File: src/lbrq_pkg.sv
package lbrq_pkg;

  // Default sizes of the ring
  localparam int QUEUE_BYTES_DEF  = 1024;
  localparam int HEADER_BYTES_DEF = 4;
  localparam int MAX_READ_DEF     = 64;

  // Fixed field widths
  localparam int OP_W   = 3;
  localparam int LEN_W  = 10;
  localparam int BYTE_W = 8;
  localparam int STAT_W = 3;
  localparam int FREE_W = 11;

  // Operation codes on the input port
  localparam logic [OP_W-1:0] OPC_START = 3'd0;
  localparam logic [OP_W-1:0] OPC_PUSH  = 3'd1;
  localparam logic [OP_W-1:0] OPC_POP   = 3'd2;
  localparam logic [OP_W-1:0] OPC_PEEK  = 3'd3;
  localparam logic [OP_W-1:0] OPC_CLEAR = 3'd4;

  // Status codes on the result port
  localparam logic [STAT_W-1:0] ST_OK     = 3'd0;
  localparam logic [STAT_W-1:0] ST_FULL   = 3'd1;
  localparam logic [STAT_W-1:0] ST_EMPTY  = 3'd2;
  localparam logic [STAT_W-1:0] ST_OPEN   = 3'd3;
  localparam logic [STAT_W-1:0] ST_NO_REC = 3'd4;

  // Decoded command kind
  typedef enum logic [2:0] {
    K_START = 3'd0,
    K_PUSH  = 3'd1,
    K_POP   = 3'd2,
    K_PEEK  = 3'd3,
    K_CLEAR = 3'd4,
    K_NOP   = 3'd5
  } cmd_kind_t;

  typedef struct packed {
    cmd_kind_t          kind;
    logic [LEN_W-1:0]   len;
    logic [BYTE_W-1:0]  data;
  } cmd_t;

endpackage

File: src/lbrq_front.sv
module lbrq_front (
  input  logic                       clk,
  input  logic                       rst_n,
  input  logic                       in_push,
  input  logic [lbrq_pkg::OP_W-1:0]   in_operation,
  input  logic [lbrq_pkg::LEN_W-1:0]  in_record_length,
  input  logic [lbrq_pkg::BYTE_W-1:0] in_data_byte,
  output logic                       full,
  output logic                       cmd_valid,
  output lbrq_pkg::cmd_t             cmd,
  input  logic                       cmd_take
);
  import lbrq_pkg::*;

  cmd_t       slot_r [2];
  logic       wr_ptr_r, wr_ptr_nxt;
  logic       rd_ptr_r, rd_ptr_nxt;
  logic [1:0] cnt_r, cnt_nxt;
  cmd_kind_t  kind;
  logic       put;
  logic       get;

  // Classify the operation code
  always_comb begin
    case (in_operation)
      OPC_START: kind = K_START;
      OPC_PUSH:  kind = K_PUSH;
      OPC_POP:   kind = K_POP;
      OPC_PEEK:  kind = K_PEEK;
      OPC_CLEAR: kind = K_CLEAR;
      default:   kind = K_NOP;
    endcase
  end

  assign full      = (cnt_r == 2'd2);
  assign cmd_valid = (cnt_r != 2'd0);
  assign cmd       = slot_r[rd_ptr_r];
  assign put       = in_push && !full;
  assign get       = cmd_valid && cmd_take;

  // Advance pointers and count
  always_comb begin
    wr_ptr_nxt = put ? !wr_ptr_r : wr_ptr_r;
    rd_ptr_nxt = get ? !rd_ptr_r : rd_ptr_r;
    cnt_nxt    = cnt_r + {1'b0, put} - {1'b0, get};
  end

  always_ff @(posedge clk) begin
    if (!rst_n) begin
      wr_ptr_r <= 1'b0;
      rd_ptr_r <= 1'b0;
      cnt_r    <= 2'd0;
    end else begin
      wr_ptr_r <= wr_ptr_nxt;
      rd_ptr_r <= rd_ptr_nxt;
      cnt_r    <= cnt_nxt;
    end
  end

  // Store the classified transaction
  always_ff @(posedge clk) begin
    if (put) begin
      slot_r[wr_ptr_r] <= '{kind: kind, len: in_record_length, data: in_data_byte};
    end
  end

endmodule

File: config.mk
export PLATFORM = sky130hd
export DESIGN_NAME = lbrq_front
export DESIGN_NICKNAME = d
export VERILOG_FILES = /design/src/lbrq_pkg.sv /design/src/lbrq_front.sv
export SDC_FILE = /design/constraint.sdc
export NUM_CORES = 1
export LEC_CHECK = 0
export ABC_AREA = 1
export BUFFER_PORTS_ARGS = -buffer_cell sky130_fd_sc_hd__buf_4
export CAP_MARGIN = 5
export CORE_MARGIN = 2
export CORE_UTILIZATION = 55
export DETAILED_ROUTE_END_ITERATION = 8
export HOLD_SLACK_MARGIN = 0.02
export PLACE_DENSITY_LB_ADDON = 0.2
export SETUP_SLACK_MARGIN = 0.05
export SLEW_MARGIN = 20
export SYNTH_ARGS = -nofsm -noshare
export SYNTH_HDL_FRONTEND = slang
export SYNTH_SLANG_ARGS = --single-unit
File: constraint.sdc
create_clock -name clk -period 3.1 [get_ports clk]
set_input_delay 0.31 -clock clk [delete_from_list [all_inputs] [get_ports clk]]
set_output_delay 0.31 -clock clk [all_outputs]
set_load 0.05 [all_outputs]
---- Word level (Yosys, flattened, before mapping) ----
Memories as Yosys holds them, arrays and structs flattened. A register that Yosys moved wholly into a read port is not among the register bits.
Cells that the tools add are included.
storage, ports and cells
  bits in registers ....................... 4
  RAM bits ................................ 42
  input bits .............................. 25
  output and inout bits ................... 23
  memories ................................ 1
cells by class
  $add $sub $neg .......................... 2
  equal/unequal tests ..................... 5
  muxes and demuxes ....................... 5
  reduce and logical (&&, ||, !) cells .... 7
memory list
  name    words  bits a word  rd ports  clocked after Yosys merged registers in  write ports  line              source
  slot_r  2      21           1         1                                        1            lbrq_front.sv:15  cmd_t slot_r [2];
operator list
  kind                                                                    count
  3-bit case mux with 5 select lines                                      1
  3-bit by 2-bit equality test with 1-bit output (second input constant)  2
  1-bit two-way mux                                                       4
  3-bit by 1-bit equality test with 1-bit output (second input constant)  1
  3-bit equality test (second input constant)                             1
  1-bit logical NOT                                                       3
  3-bit logical NOT                                                       1
  2-bit by 1-bit adder with 2-bit output                                  1
  2-bit equality test (second input constant)                             1
  1-bit logical AND                                                       2
  2-bit nonzero test                                                      1
  2-bit by 1-bit subtractor with 2-bit output                             1

---- Longest topological paths before layout ----
  depth in word-level cells ............... 5
  depth in mapped cells ................... 11

---- Worst setup path after synthesis ----
No wires, ideal clock.
  path kind ............................... flip-flop to flip-flop
  from .................................... register cnt_r[0]
  to ...................................... memory slot_r[0][0] in the netlist's numbering (enable)
  setup time .............................. 0.399 ns
  arrival time ............................ 1.460 ns
  required time ........................... 2.701 ns
  setup slack ............................. 1.242 ns
  cell stages (with the launch flop) ...... 5
  cells stage by stage .................... dfxtp_1 > inv_1 > nand2_1 > nand2_1 > nor2_1
between the ends
  cells in the longest elaborated chain, start to end .. 5
ends and longest elaborated chain
  item                                     line              source
  start: declaration                       lbrq_front.sv:18  logic [1:0] cnt_r, cnt_nxt;
  start signal: assignment                 lbrq_front.sv:56  cnt_r <= cnt_nxt;
  2-bit equality test                      lbrq_front.sv:35  assign full = (cnt_r == 2'd2);
  1-bit logical NOT                        lbrq_front.sv:38  assign put = in_push && !full;
  1-bit logical AND                        lbrq_front.sv:38
  1-bit two-way mux                        lbrq_front.sv:62  if (put) begin
  1-bit two-way mux (implied by the code)  lbrq_front.sv:63  slot_r[wr_ptr_r] <= '{kind: kind, len: in_record_length, data: in_data_byte};
  end: declaration                         lbrq_front.sv:15
No other way between the ends.

==> results by group <==
STA
  • Slew @ Worst Pin: 0.833 ns
  • Clock skew: 0.0146 ns
  • Pins Over Slew Limit: 0
  • Period utilization: approximately two thirds
  • RSZ-0062 raised after global routing: no
  • FMAX: approximately 0.50 GHz
  • TNS Setup: 0 ns
  • Final hold violation count: 0
  • Final setup viols: 0
  • Slew Limit Headroom: 44.4%
  • Tmin final: 2.01 ns

Clock tree
  • # clock sinks: 47
  • Post-CTS Setup Inserts: 0
  • Clk_lat worst skew: roughly 0.34 ns
  • Worst-path clk slew: 0.13 ns
  • CTS H-tree lvls: 2
  • Clock buffer depth: 2
  • CTS buffer count: 5
  • Clk root buf: clkbuf_4
  • # hold bufs at CTS: 0
  • CTS tree: yes
  • Post-CTS Resized: 0

Routing
  • DR iter-0 viols: 41
  • Routed via count: 1,008
  • Detail Route Antenna Nets: 0
  • Routed WL: 2800 microns
  • Drt drc: 0
  • Routed wire length per instance: between 10 and 15 microns
  • Pre-Repair DR Iteration Count: 4
  • Number of vias per cell: between 4 and 5

Power
  • Maximum vdd drop: 0.581 mV
  • Leak: 0.000980 uW
  • Pwr Density: 885 nW/um^2

Yosys
  • Mux cell area share after synthesis: 16.7%
  • Simple-gate share of the synthesized area: 4.44%
  • Distinct cells, synth: 13
  • Post-Synth XOR/XNOR Area: 0%
  • Ranking of synthesized cells by area: edfxtp_1 68%, mux2_4 16%, dfxtp_1 5.4%
  • Post-synthesis adder-cell area fraction: 1.34%
  • Largest family of logic cells by synthesized area: multiplexers
  • Seq/Total Area, Yosys: between 70% and 80%
  • Syn Inst Count: between 100 and 150
  • Synth Warn #: 0
  • Compound-Gate Fraction of Synth Area: 0.941%
  • Mapped Area: 1860 sq um
  • Register bit total from synthesis: 47
  • Synth top area share: 67.7%
  • Number of synthesized flops with an enable pin: 42
  • Synthesized Nets: 134
  • Largest area contributor in the netlist: edfxtp_1
  • Avg Cell Area, Syn: around 17 sq um
  • Dominant synthesized flop cell: edfxtp_1
  • Asr flop ratio synth: 0%
  • List of most frequent post-synthesis cells: 42 x edfxtp_1, 20 x mux2_4, 10 x inv_1
  • Most frequent cell after synthesis: edfxtp_1

Placed design
  • Port bufs: 47
  • Detailed placer's ending HPWL: 2000 microns
  • Final RePlAce weighted congestion: 0.633

Final layout
  • Area growth from synthesis to layout: 25.6%
  • Fin util: 71.2%
  • Diode count: 0
  • Fillers: 217
  • NumNets Final: 187
  • Share of layout cells above drive strength 1: 47.8%

Worst setup path
  • CP max FO: 17
  • Most used cell, CP: buf_4
  • Startpoint types: flop
  • Crit path kind: reg2out
  • Crit path arrival time: 1.70 ns
  • Critical path, cell by cell: buf_4 > mux2_4 > buf_4
  • Max incr delay on CP: 0.47 ns
  • Worst path required time: between 2 and 3 ns
  • CP max-delay cell: dfxtp_1
  • Nature of the critical path endpoint: output pin

Floorplanning
  • Die area: between 3000 and 4000 sq um
  • Ports: 48
  • Overall die width: around 62 microns
  • Placeable Area: 3280 sq um
  • Core Rows: 21
  • Die height: a little over 60 microns
  • Starting Density: 56.7%

Job
  • Max-cap viol count: 0

GRT
  • Vias in the first global route: between 900 and 1,000
  • Total track usage: 15.2%
  • Gr ovfl total: 0
  • Largest net degree at the start of global routing: 22
  • First-pass GRT wire length: 4440 microns
  • Initial antenna violation count: 0

Hold path
  • Hold WC Path Type: in2reg

Status
  • Status: finished clean
-- cell usage in the layout (no fill, tap or decap), drive strengths merged --
master / instances
buf: 49
bufinv: 1
nand3: 3
nand2: 9
inv: 10
clkbuf: 7
mux2: 21
a21oi: 2
nor2: 9
dfxtp: 5
a21o: 1
ha: 2
edfxtp: 42
-- layout make-up --
type / instances / area, sq um / area share [%]
Timing Repair Buffer: 49 / 368 / 15.7
Tap cell: 46 / 57.6 / 2.46
Sequential cell: 47 / 1360 / 58.2
Clock inverter: 1 / 30.0 / 1.28
Clock buffer: 7 / 45.0 / 1.93
Multi-Input combinational cell: 47 / 439 / 18.8
Inverter: 10 / 37.5 / 1.61
-- per-layer routing --
metal / vias to the layer above / GRT usage [%] / routed length [microns]
li1: 488 / - / -
met1: 485 / 17.2 / 1090
met4: 0 / 6.67 / 38
met3: 4 / 5.25 / 184
met5: - / 0 / 0
met2: 31 / 26.2 / 1490
-- state kept, by name, indices dropped and copies added, names as in the netlist, named ones only --
| signal | flops |
|---|---|
| cnt_r | 2 |
| rd_ptr_r | 1 |
| slot_r | 42 |
| wr_ptr_r | 1 |
-- worst max-delay path: cells and delay by family, from the launching register on --
family / cells / cell delay [ns]
buf+inv: 2 / 0.55
flops: 1 / 0.47
mux: 1 / 0.34
-- metrics by stage --
step / total power (uW) / cells / area [sq um] / setup WS [ns] / hold WS (ns)
finish: 2070 / 207 / 2340 / 1.09 / 0.140
global route: 2170 / 207 / 2340 / 0.987 / 0.118
CTS: 2090 / 207 / 2340 / 1.06 / 0.125
detailed placement: 1750 / 199 / 2260 / 1.42 / 0.497
global placement: 1730 / 199 / 2260 / 1.46 / 0.486
floorplan: 1530 / 107 / 1860 / 1.24 / 0.403
-- path summary, 6_finish.rpt --
path | start | endpoint | slack (ns) | depth (start not counted)
hold / removal | in_record_length[3] | slot_r[0][11]$_DFFE_PP_ | 0.14 | 1
setup / recovery | flop | cmd[0] | 1.09 | 3
setup reg to reg | cnt_r[0]$_SDFF_PN0_ | slot_r[1][7]$_DFFE_PP_ | 1.44 | 4
hold reg to reg | rd_ptr_r$_SDFFE_PN0P_ | rd_ptr_r$_SDFFE_PN0P_ | 0.52 | 2
-- cell families after synthesis --
| family | Yosys count |
|---|---|
| AO/OA/AOI/OAI | 3 |
| adder cells (fa/ha/maj) | 2 |
| buffers and inverters | 13 |
| flip-flops | 47 |
| multiplexers | 21 |
| AND/OR/NAND/NOR | 21 |
-- power by group --
group / internal (uW) / switching [uW]
combinational: 320 / 559
sequential: 807 / 42.0
clock: 171 / 169
Power figures use the tool's default switching activity.
